## src/rtl/core/ip6tv_pkg.sv

```systemverilog
package ip6tv_pkg;

    // Phase codes
    localparam logic [1:0] PH_LEAD  = 2'd0;  // leading whitespace of address
    localparam logic [1:0] PH_ADDR  = 2'd1;  // address body
    localparam logic [1:0] PH_ZLEAD = 2'd2;  // leading whitespace of zone
    localparam logic [1:0] PH_ZONE  = 2'd3;  // zone body

    // Verdict codes
    localparam logic [1:0] VERDICT_VALID    = 2'd0;
    localparam logic [1:0] VERDICT_REQUIRED = 2'd1;
    localparam logic [1:0] VERDICT_BAD_ADDR = 2'd2;
    localparam logic [1:0] VERDICT_BAD_ZONE = 2'd3;

    // Characters of interest
    localparam logic [7:0] CH_COLON   = 8'h3A;
    localparam logic [7:0] CH_DOT     = 8'h2E;
    localparam logic [7:0] CH_PERCENT = 8'h25;
    localparam logic [7:0] CH_UNDER   = 8'h5F;
    localparam logic [7:0] CH_DASH    = 8'h2D;
    localparam logic [7:0] CH_SPACE   = 8'h20;

    localparam logic [8:0] OCTET_MAX = 9'd255;
    localparam logic [8:0] OCTET_SAT = 9'd256;
    localparam logic [3:0] GROUPS_FULL = 4'd8;
    localparam logic [3:0] GROUPS_COMP = 4'd7;

    typedef struct packed {
        logic [1:0] phase;
        logic       pending_blank;
        logic       addr_seen;
        logic       addr_fault;
        logic       colon_seen;
        logic [1:0] colon_run;
        logic       compressed_seen;
        logic [3:0] group_count;
        logic [2:0] part_length;
        logic       part_has_dot;
        logic       part_has_letter;
        logic [8:0] octet_value;
        logic [2:0] octet_digits;
        logic [2:0] octet_count;
        logic [4:0] zone_length;
        logic       zone_prev_dot;
        logic       zone_fault;
    } state_t;

    function automatic logic is_blank(input logic [7:0] c);
        return (c == CH_SPACE) || (c >= 8'h09 && c <= 8'h0D);
    endfunction

    function automatic logic is_dec(input logic [7:0] c);
        return c >= 8'h30 && c <= 8'h39;
    endfunction

    function automatic logic is_alpha(input logic [7:0] c);
        return (c >= 8'h61 && c <= 8'h7A) || (c >= 8'h41 && c <= 8'h5A);
    endfunction

    function automatic logic is_hex_letter(input logic [7:0] c);
        return (c >= 8'h61 && c <= 8'h66) || (c >= 8'h41 && c <= 8'h46);
    endfunction

    function automatic logic [2:0] sat_inc3(input logic [2:0] v);
        return (v == 3'd7) ? v : v + 3'd1;
    endfunction

    function automatic logic octet_ok(input state_t s);
        return s.octet_digits >= 3'd1 && s.octet_digits <= 3'd3 && s.octet_value <= OCTET_MAX;
    endfunction

    // Close one colon-separated part and count its groups
    function automatic state_t close_part(input state_t s);
        state_t     r;
        logic [1:0] add;
        logic [4:0] sum;
        r   = s;
        add = 2'd0;
        if (r.part_has_dot) begin
            if (!r.part_has_letter && r.octet_count == 3'd3 && octet_ok(r)) begin
                add = 2'd2;
            end else begin
                r.addr_fault = 1'b1;
            end
        end else if (r.part_length >= 3'd1 && r.part_length <= 3'd4) begin
            add = 2'd1;
        end else begin
            r.addr_fault = 1'b1;
        end
        sum = {1'b0, r.group_count} + {3'b0, add};
        r.group_count     = sum[4] ? 4'd15 : sum[3:0];
        r.part_length     = '0;
        r.part_has_dot    = 1'b0;
        r.part_has_letter = 1'b0;
        r.octet_value     = '0;
        r.octet_digits    = '0;
        r.octet_count     = '0;
        return r;
    endfunction

    // End of the address: close the last part and check group totals
    function automatic state_t addr_finish(input state_t s);
        state_t r;
        r = s;
        if (r.colon_run == 2'd0) begin
            r = close_part(r);
        end else if (r.colon_run == 2'd1) begin
            r.addr_fault = 1'b1;
        end
        if (!r.colon_seen) begin
            r.addr_fault = 1'b1;
        end
        if (r.compressed_seen) begin
            if (r.group_count > GROUPS_COMP) begin
                r.addr_fault = 1'b1;
            end
        end else if (r.group_count != GROUPS_FULL) begin
            r.addr_fault = 1'b1;
        end
        return r;
    endfunction

    // One non-blank character of the address body
    function automatic state_t addr_char(input state_t s, input logic [7:0] c);
        state_t      r;
        logic [11:0] v;
        r = s;
        v = ({3'b0, r.octet_value} * 12'd10) + {8'b0, c[3:0]};
        if (r.pending_blank) begin
            r.addr_fault    = 1'b1;
            r.pending_blank = 1'b0;
        end
        r.addr_seen = 1'b1;
        if (c == CH_COLON) begin
            r.colon_seen = 1'b1;
            if (r.colon_run == 2'd0) begin
                if (r.part_length != 3'd0) begin
                    r = close_part(r);
                end
                r.colon_run = 2'd1;
            end else if (r.colon_run == 2'd1) begin
                if (r.compressed_seen) begin
                    r.addr_fault = 1'b1;
                end
                r.compressed_seen = 1'b1;
                r.colon_run       = 2'd2;
            end else begin
                r.addr_fault = 1'b1;
                r.colon_run  = 2'd3;
            end
        end else begin
            // a single leading colon is a fault
            if (r.colon_run == 2'd1 && r.group_count == 4'd0 && !r.compressed_seen) begin
                r.addr_fault = 1'b1;
            end
            r.colon_run = 2'd0;
            if (is_dec(c)) begin
                r.octet_value  = (v > {3'b0, OCTET_SAT}) ? OCTET_SAT : v[8:0];
                r.octet_digits = sat_inc3(r.octet_digits);
                r.part_length  = sat_inc3(r.part_length);
            end else if (is_hex_letter(c)) begin
                r.part_has_letter = 1'b1;
                r.part_length     = sat_inc3(r.part_length);
            end else if (c == CH_DOT) begin
                if (!octet_ok(r)) begin
                    r.addr_fault = 1'b1;
                end
                r.octet_count  = sat_inc3(r.octet_count);
                r.part_has_dot = 1'b1;
                r.octet_value  = '0;
                r.octet_digits = '0;
                r.part_length  = sat_inc3(r.part_length);
            end else begin
                r.addr_fault = 1'b1;
            end
        end
        return r;
    endfunction

    // One non-blank character of the zone body
    function automatic state_t zone_char(input state_t s, input logic [7:0] c,
                                         input logic [4:0] max_len);
        state_t r;
        r = s;
        if (r.pending_blank) begin
            r.zone_fault    = 1'b1;
            r.pending_blank = 1'b0;
        end
        if (r.zone_length == 5'd0 && !is_alpha(c)) begin
            r.zone_fault = 1'b1;
        end
        if (r.zone_length >= max_len) begin
            r.zone_fault = 1'b1;
        end
        r.zone_length = (r.zone_length == 5'd31) ? r.zone_length : r.zone_length + 5'd1;
        if (!(is_alpha(c) || is_dec(c) || c == CH_UNDER || c == CH_DASH || c == CH_DOT)) begin
            r.zone_fault = 1'b1;
        end
        if (c == CH_DOT && r.zone_prev_dot) begin
            r.zone_fault = 1'b1;
        end
        r.zone_prev_dot = (c == CH_DOT);
        return r;
    endfunction

endpackage

```

## src/rtl/core/ip6tv_step.sv

```systemverilog
module ip6tv_step #(
    parameter int MAX_ZONE_CHARS = 15
) (
    input  ip6tv_pkg::state_t st_i,
    input  logic              has_char,
    input  logic [7:0]        char_byte,
    input  logic              accept_blank,
    output ip6tv_pkg::state_t st_o,
    output logic [1:0]        verdict
);
    import ip6tv_pkg::*;

    localparam logic [4:0] ZONE_MAX = 5'(MAX_ZONE_CHARS);

    state_t s;
    state_t fin;

    // Per-character state update
    always_comb begin
        s = st_i;
        if (has_char) begin
            unique case (s.phase)
                PH_LEAD: begin
                    if (!is_blank(char_byte)) begin
                        if (char_byte == CH_PERCENT) begin
                            s.phase = PH_ZLEAD;
                        end else begin
                            s.phase = PH_ADDR;
                            s = addr_char(s, char_byte);
                        end
                    end
                end
                PH_ADDR: begin
                    if (is_blank(char_byte)) begin
                        s.pending_blank = 1'b1;
                    end else if (char_byte == CH_PERCENT) begin
                        if (s.pending_blank) begin
                            s.addr_fault = 1'b1;
                        end
                        s.pending_blank = 1'b0;
                        s = addr_finish(s);
                        s.phase = PH_ZLEAD;
                    end else begin
                        s = addr_char(s, char_byte);
                    end
                end
                PH_ZLEAD: begin
                    if (!is_blank(char_byte)) begin
                        s.phase = PH_ZONE;
                        s = zone_char(s, char_byte, ZONE_MAX);
                    end
                end
                PH_ZONE: begin
                    if (is_blank(char_byte)) begin
                        s.pending_blank = 1'b1;
                    end else begin
                        s = zone_char(s, char_byte, ZONE_MAX);
                    end
                end
            endcase
        end
    end

    // Verdict as if the text ended here; a missing address comes first, then zone faults
    always_comb begin
        fin = addr_finish(s);
        unique case (s.phase)
            PH_LEAD: verdict = accept_blank ? VERDICT_VALID : VERDICT_REQUIRED;
            PH_ADDR: verdict = fin.addr_fault ? VERDICT_BAD_ADDR : VERDICT_VALID;
            PH_ZLEAD, PH_ZONE: begin
                if (!s.addr_seen) begin
                    verdict = VERDICT_BAD_ADDR;
                end else if (s.zone_fault || s.zone_length == 5'd0) begin
                    verdict = VERDICT_BAD_ZONE;
                end else begin
                    verdict = s.addr_fault ? VERDICT_BAD_ADDR : VERDICT_VALID;
                end
            end
        endcase
    end

    assign st_o = s;

endmodule

```

## src/rtl/core/ipv6_text_validator.sv

```systemverilog
// IPv6 address text validator. Text enters one byte per transaction on the
// s_ channel (s_tuser = byte present, s_tlast = end of text); the last
// transaction yields one verdict on the m_ channel: 0 valid, 1 address
// required, 2 invalid address, 3 invalid zone id, plus an is_valid bit.
// Throughput is one byte per clock with no gaps between texts while verdicts
// are read; a byte is processed from the input register, and the verdict of
// an end-of-text byte is registered in the output register that drives
// m_tvalid once that byte is processed. s_tready drops only while
// an end-of-text byte waits behind an unread verdict with m_tready low.
// cfg_data bit 0 (accept_blank) makes blank text valid; write it while idle.
module ipv6_text_validator #(
    parameter int MAX_ZONE_CHARS = 15
) (
    input  logic       aclk,
    input  logic       aresetn,
    // input channel
    input  logic       s_tvalid,
    output logic       s_tready,
    input  logic [7:0] s_tdata,   // [7:0] char_byte
    input  logic       s_tuser,   // [0] has_char
    input  logic       s_tlast,   // end_of_text
    // result channel
    output logic       m_tvalid,
    input  logic       m_tready,
    output logic [7:0] m_tdata,   // [1:0] verdict, [2] is_valid, [7:3] zero
    // configuration
    input  logic       cfg_valid,
    output logic       cfg_ready,
    input  logic       cfg_data   // accept_blank
);
    import ip6tv_pkg::*;

    logic       in_valid_reg;
    logic [7:0] in_char_reg;
    logic       in_has_reg;
    logic       in_last_reg;
    logic       accept_blank_reg;
    state_t     st_reg;
    state_t     st_next;
    logic [1:0] verdict_next;
    logic       out_valid_reg;
    logic [1:0] out_verdict_reg;
    logic       fire;

    // Process the held byte unless its verdict would overwrite an unread one
    assign fire     = in_valid_reg && (!in_last_reg || !out_valid_reg || m_tready);
    assign s_tready = !in_valid_reg || fire;
    assign cfg_ready = 1'b1;

    // Input register
    always_ff @(posedge aclk) begin
        if (!aresetn) begin
            in_valid_reg <= 1'b0;
        end else if (s_tready) begin
            in_valid_reg <= s_tvalid;
        end
    end

    always_ff @(posedge aclk) begin
        if (s_tready && s_tvalid) begin
            in_char_reg <= s_tdata;
            in_has_reg  <= s_tuser;
            in_last_reg <= s_tlast;
        end
    end

    // Configuration register
    always_ff @(posedge aclk) begin
        if (!aresetn) begin
            accept_blank_reg <= 1'b0;
        end else if (cfg_valid) begin
            accept_blank_reg <= cfg_data;
        end
    end

    ip6tv_step #(
        .MAX_ZONE_CHARS (MAX_ZONE_CHARS)
    ) u_step (
        .st_i         (st_reg),
        .has_char     (in_has_reg),
        .char_byte    (in_char_reg),
        .accept_blank (accept_blank_reg),
        .st_o         (st_next),
        .verdict      (verdict_next)
    );

    // Parse state; cleared after each verdict
    always_ff @(posedge aclk) begin
        if (!aresetn) begin
            st_reg <= '0;
        end else if (fire) begin
            st_reg <= in_last_reg ? '0 : st_next;
        end
    end

    // Output register
    always_ff @(posedge aclk) begin
        if (!aresetn) begin
            out_valid_reg <= 1'b0;
        end else if (fire && in_last_reg) begin
            out_valid_reg <= 1'b1;
        end else if (m_tready) begin
            out_valid_reg <= 1'b0;
        end
    end

    always_ff @(posedge aclk) begin
        if (fire && in_last_reg) begin
            out_verdict_reg <= verdict_next;
        end
    end

    assign m_tvalid = out_valid_reg;
    assign m_tdata  = {5'b0, (out_verdict_reg == VERDICT_VALID), out_verdict_reg};

endmodule

```

## config.mk

```make
export PLATFORM = sky130hd
export DESIGN_NAME = ipv6_text_validator
export DESIGN_NICKNAME = d
export VERILOG_FILES = /design/src/rtl/core/ip6tv_pkg.sv /design/src/rtl/core/ip6tv_step.sv /design/src/rtl/core/ipv6_text_validator.sv
export SDC_FILE = /design/constraint.sdc
export NUM_CORES = 1
export LEC_CHECK = 0
export ABC_CLOCK_PERIOD_IN_PS = 4800
export BUFFER_PORTS_ARGS = -buffer_cell sky130_fd_sc_hd__buf_2
export CELL_PAD_IN_SITES_DETAIL_PLACEMENT = 1
export CELL_PAD_IN_SITES_GLOBAL_PLACEMENT = 1
export CORE_MARGIN = 2
export CORE_UTILIZATION = 45
export CTS_CLUSTER_SIZE = 14
export DETAILED_ROUTE_END_ITERATION = 7
export PLACE_DENSITY = 0.82
export RECOVER_POWER = 100
export SLEW_MARGIN = 15
export SYNTH_ARGS = -nofsm -noshare
export SYNTH_HDL_FRONTEND = slang
export SYNTH_SLANG_ARGS = --single-unit
```

## constraint.sdc

```tcl
create_clock -name aclk -period 4.8 [get_ports aclk]
set_input_delay 0.96 -clock aclk [delete_from_list [all_inputs] [get_ports aclk]]
set_output_delay 0.96 -clock aclk [all_outputs]
set_load 0.05 [all_outputs]
```

======== After elaboration in Yosys (flattened, before gate mapping) ========
Cells that the tools add are included.
storage, ports and cells
  output and inout bits ................... 11
  word-level logic and storage cells ...... 277
  flip-flop bits (word level) ............. 55
cells by class
  add/sub/neg operators ................... 9
  order comparisons ....................... 24
  reduce and logical (&&, ||, !) cells .... 54
  eq/ne operators ......................... 25
  multipliers ............................. 1
  mux-type cells .......................... 140
operators with widths
  operator               number
  $mux W40               5
  $pmux W40 S4           1
  $mux W35               4
  $mux W31               4
  $mux W36               2
  $mux W1                68
  $mux W2                28
  $eq A8 B6 Y1 const B   5
  $mux W20               2
  $mux W38               1
  $mux W37               1
  $le A8 B7 Y1 const B   4
  $mux W15               2
  $mux W3                8
  $logic_and A1 B1 Y1    23
  $mux W7                3
  $add A4 B2 Y5          4
  $mux W4                5
  $le A9 B8 Y1 const B   2
  $ge A8 B7 Y1 const B   2
  $mux W5                3
  $add A12 B4 Y12        1
  $ge A3 B1 Y1 const B   4
  $gt A12 B9 Y1 const B  1
  other kinds (31)       70

======== Depth between registers and ports, before layout ========
Gate-level depths: netlist (run 1).
  depth in word-level cells ............... 40
  depth in mapped cells ................... 17
  gate-level depth less buffers ........... 17

======== Cells and area by module ========
From an unflattened synthesis (run 1), not the netlist that was laid out.
unflattened totals
  cell total of the unflattened synthesis .. 561
  area total of the unflattened synthesis .. 4782.1 µm²
by module, submodules not included
  module               times used  cells an instance  area an instance (µm²)
  ip6tv_step           1           434                2964.1
  ipv6_text_validator  1           127                1818.0

======== Worst setup path after synthesis (run 1) ========
No wires, ideal clock.
  path kind ............................... flip-flop to flip-flop
  start point ............................. register st_reg[14] (netlist name)
  end point ............................... register out_verdict_reg[1] (data pin)
  buffers on the path ..................... 0
  required time ........................... 4.536 ns
  path slack .............................. 0.450 ns
  clock period less this slack ............ 4.350 ns
  stages on the path, launching flop included .. 18
  data arrival time ....................... 4.085 ns
  path through ............................ dfxtp_1 ha_1 ha_1 inv_1 fa_1 and3b_1 a32o_1 or4b_1 or2_1 o31ai_1 o211ai_2 nor2_1 inv_1 fa_1 nor4bb_1 a31oi_1 o21ai_0 a31oi_1
between the ends
  cells in the longest elaborated chain, start to end .. 32
  elaborated cells between the ends (all ways) .. 100
  those cells by class .................... add/sub (5); mul (1); order compare (5); eq/ne (2); mux (83); reduce/logical (4)
RTL lines
  element                                               RTL line                    text
  start: declaration                                    ipv6_text_validator.sv:38   state_t st_reg;
  start signal: assignment                              ipv6_text_validator.sv:92   st_reg <= in_last_reg ? '0 : st_next;
  $le A9 B8 Y1                                          ip6tv_pkg.sv:69             return s.octet_digits >= 3'd1 && s.octet_digits <= 3'd3 && s.octet_value <= OCTET_MAX;
  $logic_and A1 B1 Y1                                   ip6tv_pkg.sv:69
  $logic_and A1 B1 Y1                                   ip6tv_pkg.sv:80             if (!r.part_has_letter && r.octet_count == 3'd3 && octet_ok(r)) begin
  $mux W2                                               ip6tv_pkg.sv:80
  $mux W2                                               ip6tv_pkg.sv:79             if (r.part_has_dot) begin
  $mux W2                                               ip6tv_pkg.sv:105            if (r.colon_run == 2'd0) begin
  $mux W2                                               ip6tv_step.sv:36            end else if (char_byte == CH_PERCENT) begin
  $mux W2                                               ip6tv_step.sv:34            if (is_blank(char_byte)) begin
  [11 not listed]                                       --
  $mux W1                                               ip6tv_pkg.sv:113            if (r.compressed_seen) begin
  $mux W40                                              ip6tv_step.sv:36
  $mux W37                                              ip6tv_step.sv:34
  $pmux W40 S4                                          ip6tv_step.sv:22            unique case (s.phase)
  $mux W40 (*)                                          ip6tv_step.sv:21            if (has_char) begin
  branches (longest 7 deep; another with $le A9 B8 Y1)  --
  $pmux W2 S3 (*)                                       ip6tv_step.sv:67            unique case (s.phase)
  named net u_step.verdict[1]                           ip6tv_step.sv:9             output logic [1:0] verdict
  end signal: assignment                                ipv6_text_validator.sv:109  out_verdict_reg <= verdict_next;
  end: declaration                                      ipv6_text_validator.sv:42   logic [1:0] out_verdict_reg;
Mark *: on every way through the listed nets, which the timed path passes. The select of a mux whose other input is x is not followed.
A chain may end at the register's enable or synchronous reset.

======== Worst setup path in the final report (run 1) ========
Ends and elaborated chain as after synthesis.

==> impl_results.md, run 1 <==
- WP data required: 4.87 ns
- Final Hold Fails: 0
- Most used standard cell by instance count after synthesis: nand2_1
- Critical path startpoint category: flip-flop
- Max reg flops: 40
- Vias/cell: 6.27
- Diodes inserted: 0
- Num rows: 37
- Hpwl dp: 10800 microns
- Filler Cell Count: 1279
- Slew margin rel.: -0.0437
- Worst-Margin Slew: 1.57 ns
- Synth top cells by count: 50 x nand2_1, 43 x dfxtp_1, 41 x nor2_1, 32 x a21oi_1, 32 x o21ai_0
- Worst-Skew Late Latency: 0.33 ns
- Count of cell types in the netlist: 82
- Failing checks: capacitance limit, slew limit
- Total gr overflow: 0
- WL final: 14200 microns
- Post-synthesis cell area: 4640 sq um
- Port Buffers: 20
- Post-DRT Antenna Nets: 0
- Design area: 4950 sq um
- Seq/Total Area, Yosys: 0.263
- RSZ-0062 raised after global routing: no
- Worst vdd ir: 149 uV
- Fin. max-slew vios: 38
- Synth Instances: 583
- Initial standard-cell utilization of the core: 0.456
- Hold_ws: 0.487 ns
- Synth top area cells: dfxtp_1 19%, ha_1 7.8%, edfxtp_1 7.8%, nand2_1 4.0%, nor2b_1 4.0%
- DIE WIDTH: 106 microns
- Pwr dens: 178 nW/um^2
- Async SR Flop Fraction: 0
- Clock skew: 0.0208 ns
- F_max: 216 MHz
- # setup viols final: 0
- Synth area leader: dfxtp_1
- Worst min path class: reg -> reg
- Leak: 1.85 nW
- Final Total Pwr: 0.881 mW
- Post-layout minimum cycle time: 4.64 ns
- Core Area: 10200 sq um
- Finished Layout Cells: 729
- Initial DRC count: 276
- Crit path kind: reg -> reg
- Inst Count DP: 720
- GPL Wtd Cong: 0.887
- Yosys warns: 0
- Post-synth EDFFs: 12
- Crit. End Element: flip-flop
- Clk pin slew, worst setup/hold paths: 0.11 ns
- Initial antenna violation count: 0
- TritonCTS clock tree: yes
- Arrival time at the worst endpoint: 4.71 ns
- Placement Cell Area: 4840 sq um
- Final Cycle Share: 0.967
- Die Y: 106 microns
- Final setup TNS: 0 ns
- Clock buffer count from CTS: 5
- First-pass GRT wire length: 23900 microns
- H-tree depth: 2
- Layout cell share with drive strength beyond 1: 0.0894
- Clk sinks: 55
- Worst-path fanout max: 5
- Number of global-route vias before repair: 4628
- Area Growth Syn to Fin: 6.65%
- Root Buffer: clkbuf_8
- Global Route Usage Sum: 0.262
- Layout net count: 641
- Synthesized flop and latch total: 55
- Total of max-cap violations: 1
- Remaining DRCs: 0
- Vias: 4572
- TritonRoute pass-1 iters: 4
- Per-cell routed wire length: 19.4 microns
- Die ar.: 11100 sq um
- # IOs: 27
- Syn Area/Cell: 7.97 sq um
- Status: finished, violations left
- Pin count of the biggest net entering global routing: 38
- Top FF cell, synth: dfxtp_1
- Clk buf depth: 2
- Top-area cell type share of the netlist area: 0.185
final timing paths:
| kind | cells past startpoint | slack [ns] | start | end |
|---|---|---|---|---|
| min | 2 | 0.49 | st_reg[36] | st_reg[36] |
| max | 17 | 0.16 | st_reg[14] | out_verdict_reg[1] |
| max reg2reg | 17 | 0.16 | st_reg[14] | out_verdict_reg[1] |
| min reg2reg | 2 | 0.49 | st_reg[36] | st_reg[36] |
per-layer routing:
metal  wire [microns]  track usage  up-vias  share of wire
li1                 -            -     2163              -
met1             6450        0.348     2260           0.45
met2             6880        0.449      131           0.49
met3              605       0.0340       18          0.043
met4              245       0.0714        0          0.017
met5                0            0        -              0
critical path, cell delays in order, from the launching register on:
cell      delay [ns]
dfxtp_2         0.36
ha_1            0.30
ha_1            0.22
inv_1           0.08
fa_2            0.47
and3b_1         0.23
a32o_2          0.15
or4b_4          0.49
or2_4           0.28
o31ai_4         0.25
o211ai_2        0.15
nor2_4          0.17
inv_1           0.08
fa_1            0.57
nor4bb_4        0.28
a31oi_1         0.07
o21ai_1         0.16
a31oi_1         0.08
final cells by class:
type                    count  area [sq um]  area share
multi-input cells         469          3200       0.645
flip-flops and latches     55          1220       0.247
well taps                 136           170      0.0344
repair buffers             31           164      0.0331
inverters                  30           113      0.0227
clock buffers               6          72.6      0.0147
clock inverters             2          16.3     0.00328
what timing repair did:
action                     CTS  global route
cloned                       0             0
hold buffers                 0             0
setup buffers                0             1
setup endpoints to repair    1             1
resized for setup            1            11
pin swaps                    0             3
per-stage QoR:
| stage | utilization | setup slack [ns] |
|---|---|---|
| after floorplan | - | 0.450 |
| after global placement | 0.475 | 0.132 |
| after detailed placement | 0.475 | -0.0301 |
| after CTS | 0.484 | 0.0222 |
| after global routing | 0.486 | 0.0154 |
| final | 0.486 | 0.160 |
kinds of logic after synthesis:
group                      count (synthesis)  synth area share
other                                      2           0.00162
AOI/OAI and AO/OA                        172             0.258
adders and majority gates                 33            0.0954
buffers and inverters                     63            0.0601
and+or+nand+nor                          240             0.287
muxes                                      6            0.0132
xor gates and xnor gates                  12            0.0226
DFF                                       55             0.263
power breakdown:
group	internal (mW)	switching [mW]	total [mW]
logic	0.0317	0.0693	0.101
clock network	0.106	0.178	0.283
registers	0.481	0.0153	0.497
total	0.619	0.262	0.881
cells in the final DEF (no fill, tap or decap), drive strengths merged, types with 4 or more instances in the layout:
cell | Yosys | layout
and2 | 15 | 15
or3 | 9 | 9
or3b | 4 | 4
a22oi | 14 | 14
conb | 2 | 6
nor3b | 5 | 5
nor3 | 19 | 19
nand2b | 7 | 7
a31oi | 9 | 9
nand3 | 15 | 15
ha | 29 | 29
a21o | 5 | 5
o22ai | 5 | 5
inv | 30 | 31
a21oi | 32 | 32
o21a | 4 | 4
o21ai | 37 | 37
fa | 4 | 4
clkbuf | 21 | 15
nor2 | 42 | 42
edfxtp | 12 | 12
mux2i | 5 | 5
buf | 12 | 22
a21boi | 7 | 7
nor2b | 30 | 30
nand4b | 4 | 4
a211oi | 4 | 4
xor2 | 4 | 4
o2111ai | 5 | 5
dfxtp | 43 | 43
o31ai | 6 | 6
nand4 | 7 | 7
xnor2 | 8 | 8
nand2 | 50 | 50
o211ai | 9 | 9
or2 | 9 | 9
No activity file was read; power rests on OpenSTA's default activity.
==> run 2, diff against run 1 <==
Settings changed: PLACE_DENSITY 0.82 to 0.81, SYNTH_HIERARCHICAL set to 1.
==> run 2 against run 1 <==
  * Total power rose by 11%
  * Core utilization rose by 3.3 points
  * Clock skew fell by 0.0091 ns
  * Wire length rose by 12%
  * Clock power rose by 23%
  * Worst hold slack got worse by 0.0061 ns
  * The flow now finishes without violations
  * Non-clock buffer count rose by 24
  * Critical path depth fell by 2
  * Sequential share of layout area fell by 1.7 points
  * Synthesized cell count fell by 3.8%
  * Area after synthesis rose by 3.0%
  * Critical path type unchanged
==> impl_results.md, run 2 <==
- Status: complete, no violations
- Port Buffers: 20
- Filler Cell Count: 1249
- Die ar.: 11500 sq um
- Post-synthesis cell area: 4780 sq um
- Count of cell types in the netlist: 93
- F_max: 217 MHz
- Final Hold Fails: 0
- Initial DRC count: 380
- Initial antenna violation count: 0
- Die Y: 107 microns
- Arrival time at the worst endpoint: 4.66 ns
- Crit. End Element: flip-flop
- Pre-CTS setup slack: -0.194 ns
- Remaining DRCs: 0
- Top FF cell, synth: dfxtp_1
- TritonRoute pass-1 iters: 4
- Pwr dens: 183 nW/um^2
- GPL Wtd Cong: 0.950
- Layout cell share with drive strength beyond 1: 0.194
- DIE WIDTH: 107 microns
- Synth top area cells: dfxtp_1 18%, ha_1 7.6%, edfxtp_1 7.5%, a22o_1 7.5%, a21oi_1 3.6%
- TritonCTS clock tree: yes
- Clk pin slew, worst setup/hold paths: 0.10 ns
- Pin count of the biggest net entering global routing: 41
- First-pass GRT wire length: 24800 microns
- Area Growth Syn to Fin: 12.1%
- Register area: 1230 sq um
- Most common cell after layout, fill and taps aside: a22o_1
- Vias/cell: 6.64
- Hpwl dp: 11000 microns
- Critical path startpoint category: flip-flop
- Final WS setup: 0.197 ns
- Sw frac: 0.272
- Layout net count: 641
- Leak: 2.10 nW
- Final Cycle Share: 0.959
- Number of global-route vias before repair: 4857
- Clock network power share: 0.356
- Total of max-cap violations: 0
- Psw: 0.267 mW
- Post-layout minimum cycle time: 4.60 ns
- Crit path kind: reg -> reg
- Core Area: 10300 sq um
- Worst-path fanout max: 11
- Num rows: 37
- Slew margin rel.: 0.552
- WP data required: 4.86 ns
- Post-DRT Antenna Nets: 0
- Total gr overflow: 0
- Fin. max-slew vios: 0
- Final Total Pwr: 0.981 mW
- Worst-Margin Slew: 0.668 ns
- Global Route Usage Sum: 0.268
- Clock skew: 0.0117 ns
- Worst-Skew Late Latency: 0.32 ns
- Clk sinks: 55
- # IOs: 27
- Synth top cells by count: 43 x dfxtp_1, 41 x a22o_1, 40 x nand2_1, 39 x nor2_1, 34 x a21oi_1
- Internal power: 0.714 mW
- Diodes inserted: 0
- Worst min path class: reg -> reg
- Yosys warns: 6
- Vias: 4844
- Post-synth EDFFs: 12
- Final setup TNS: 0 ns
- Seq/Total Area, Yosys: 0.255
- Synth area leader: dfxtp_1
- Syn Area/Cell: 8.52 sq um
- Most used standard cell by instance count after synthesis: dfxtp_1
- Initial standard-cell utilization of the core: 0.463
- H-tree depth: 2
- Worst vdd ir: 127 uV
- Root Buffer: clkbuf_8
- Clock buffer count from CTS: 5
- Synth Instances: 561
- Synthesized flop and latch total: 55
- Area of the multi-input gates: 3380 sq um
- # setup viols final: 0
- WL final: 15900 microns
- Async SR Flop Fraction: 0
- Per-cell routed wire length: 21.8 microns
- Logic pwr share: 0.140
- Most frequent cells in the layout: 41 x a22o_1, 40 x nand2_1, 39 x nor2_1
- Sequential power share: 0.504
- Max reg flops: 40
- Hold_buf cts: 0
- Top-area cell type share of the netlist area: 0.180
- Clk buf depth: 2
run 2: changes by cell type after synthesis, sizes merged, moves of 6 or more:
| cell | before | now |
|---|---|---|
| o21ai | 37 | 24 |
| and2 | 15 | 8 |
| nand3 | 15 | 21 |
| nor3 | 19 | 10 |
| nand2 | 50 | 42 |
| buf | 12 | 26 |
| clkbuf | 21 | 9 |
| inv | 30 | 24 |
| a22oi | 14 | 1 |
| nor2b | 30 | 12 |
| a22o | 0 | 41 |
run 2: stage by stage:
step	std cells	hold WS [ns]	util	area [sq um]
after floorplan	565	0.434	-	4800
after global placement	712	0.455	0.485	5010
after detailed placement	712	0.451	0.485	5010
after CTS	721	0.484	0.502	5180
after global routing	729	0.504	0.519	5360
final	729	0.481	0.519	5360
run 2: cells by family (layout without fill, tap and decap cells):
family,Yosys count,in the layout,synth area share
simple gates,211,211,0.256
compound gates,182,182,0.284
buf+inv,59,87,0.0717
flops,55,55,0.255
fa+ha+maj,33,33,0.0926
xor+xnor,10,10,0.0183
mux,9,9,0.0204
other cells,2,6,0.00157
run 2: final cells by class:
class                      count  area share
multi-input combinational    451       0.631
sequential                    55       0.230
timing repair buffer          55      0.0661
tap                          136      0.0318
clock buffer                   6      0.0175
inverter                      24      0.0168
clock inverter                 2     0.00677
run 2: final timing paths:
check / start / to / slack (ns) / depth (start not counted)
worst max-delay path: in_has_reg / out_verdict_reg[1] / 0.20 / 15
worst min-delay path: st_reg[36] / st_reg[36] / 0.48 / 1
worst max register to register: in_has_reg / out_verdict_reg[1] / 0.20 / 15
worst min register to register: st_reg[36] / st_reg[36] / 0.48 / 1
run 2: repair_timing:
action,4_1_cts,5_1_grt
cloned,0,0
hold endpoints to repair,0,0
setup endpoints to repair,1,1
setup buffers,1,8
pin swaps,2,12
resized for setup,6,31
run 2: per-layer routing:
| layer | wire (microns) | vias to the layer above | global-route usage |
|---|---|---|---|
| li1 | - | 2201 | - |
| met1 | 7020 | 2449 | 0.363 |
| met2 | 7630 | 158 | 0.440 |
| met3 | 801 | 36 | 0.0407 |
| met4 | 420 | 0 | 0.0779 |
| met5 | 0 | - | 0 |
run 2: power by group through the flow:
stage | Sequential [mW] | Combinational [mW] | Clock [mW]
after global placement | 0.506 | 0.119 | 0
after floorplan | 0.502 | 0.0985 | 0
final | 0.495 | 0.137 | 0.349
after detailed placement | 0.507 | 0.123 | 0
after global routing | 0.496 | 0.147 | 0.374
after CTS | 0.496 | 0.125 | 0.357
run 2: critical path: stages (launching register included):
cell and delay (ns):
edfxtp_1 0.68, nand2b_1 0.18, a21oi_1 0.35, nand2_1 0.24, or2_1 0.35, a32oi_1 0.27, inv_1 0.12, or2_0 0.22
mux2i_1 0.28, ha_1 0.27, fa_1 0.47, nor4b_2 0.32, o21ai_1 0.12, a31oi_1 0.20, o2111a_1 0.20, a221oi_2 0.06
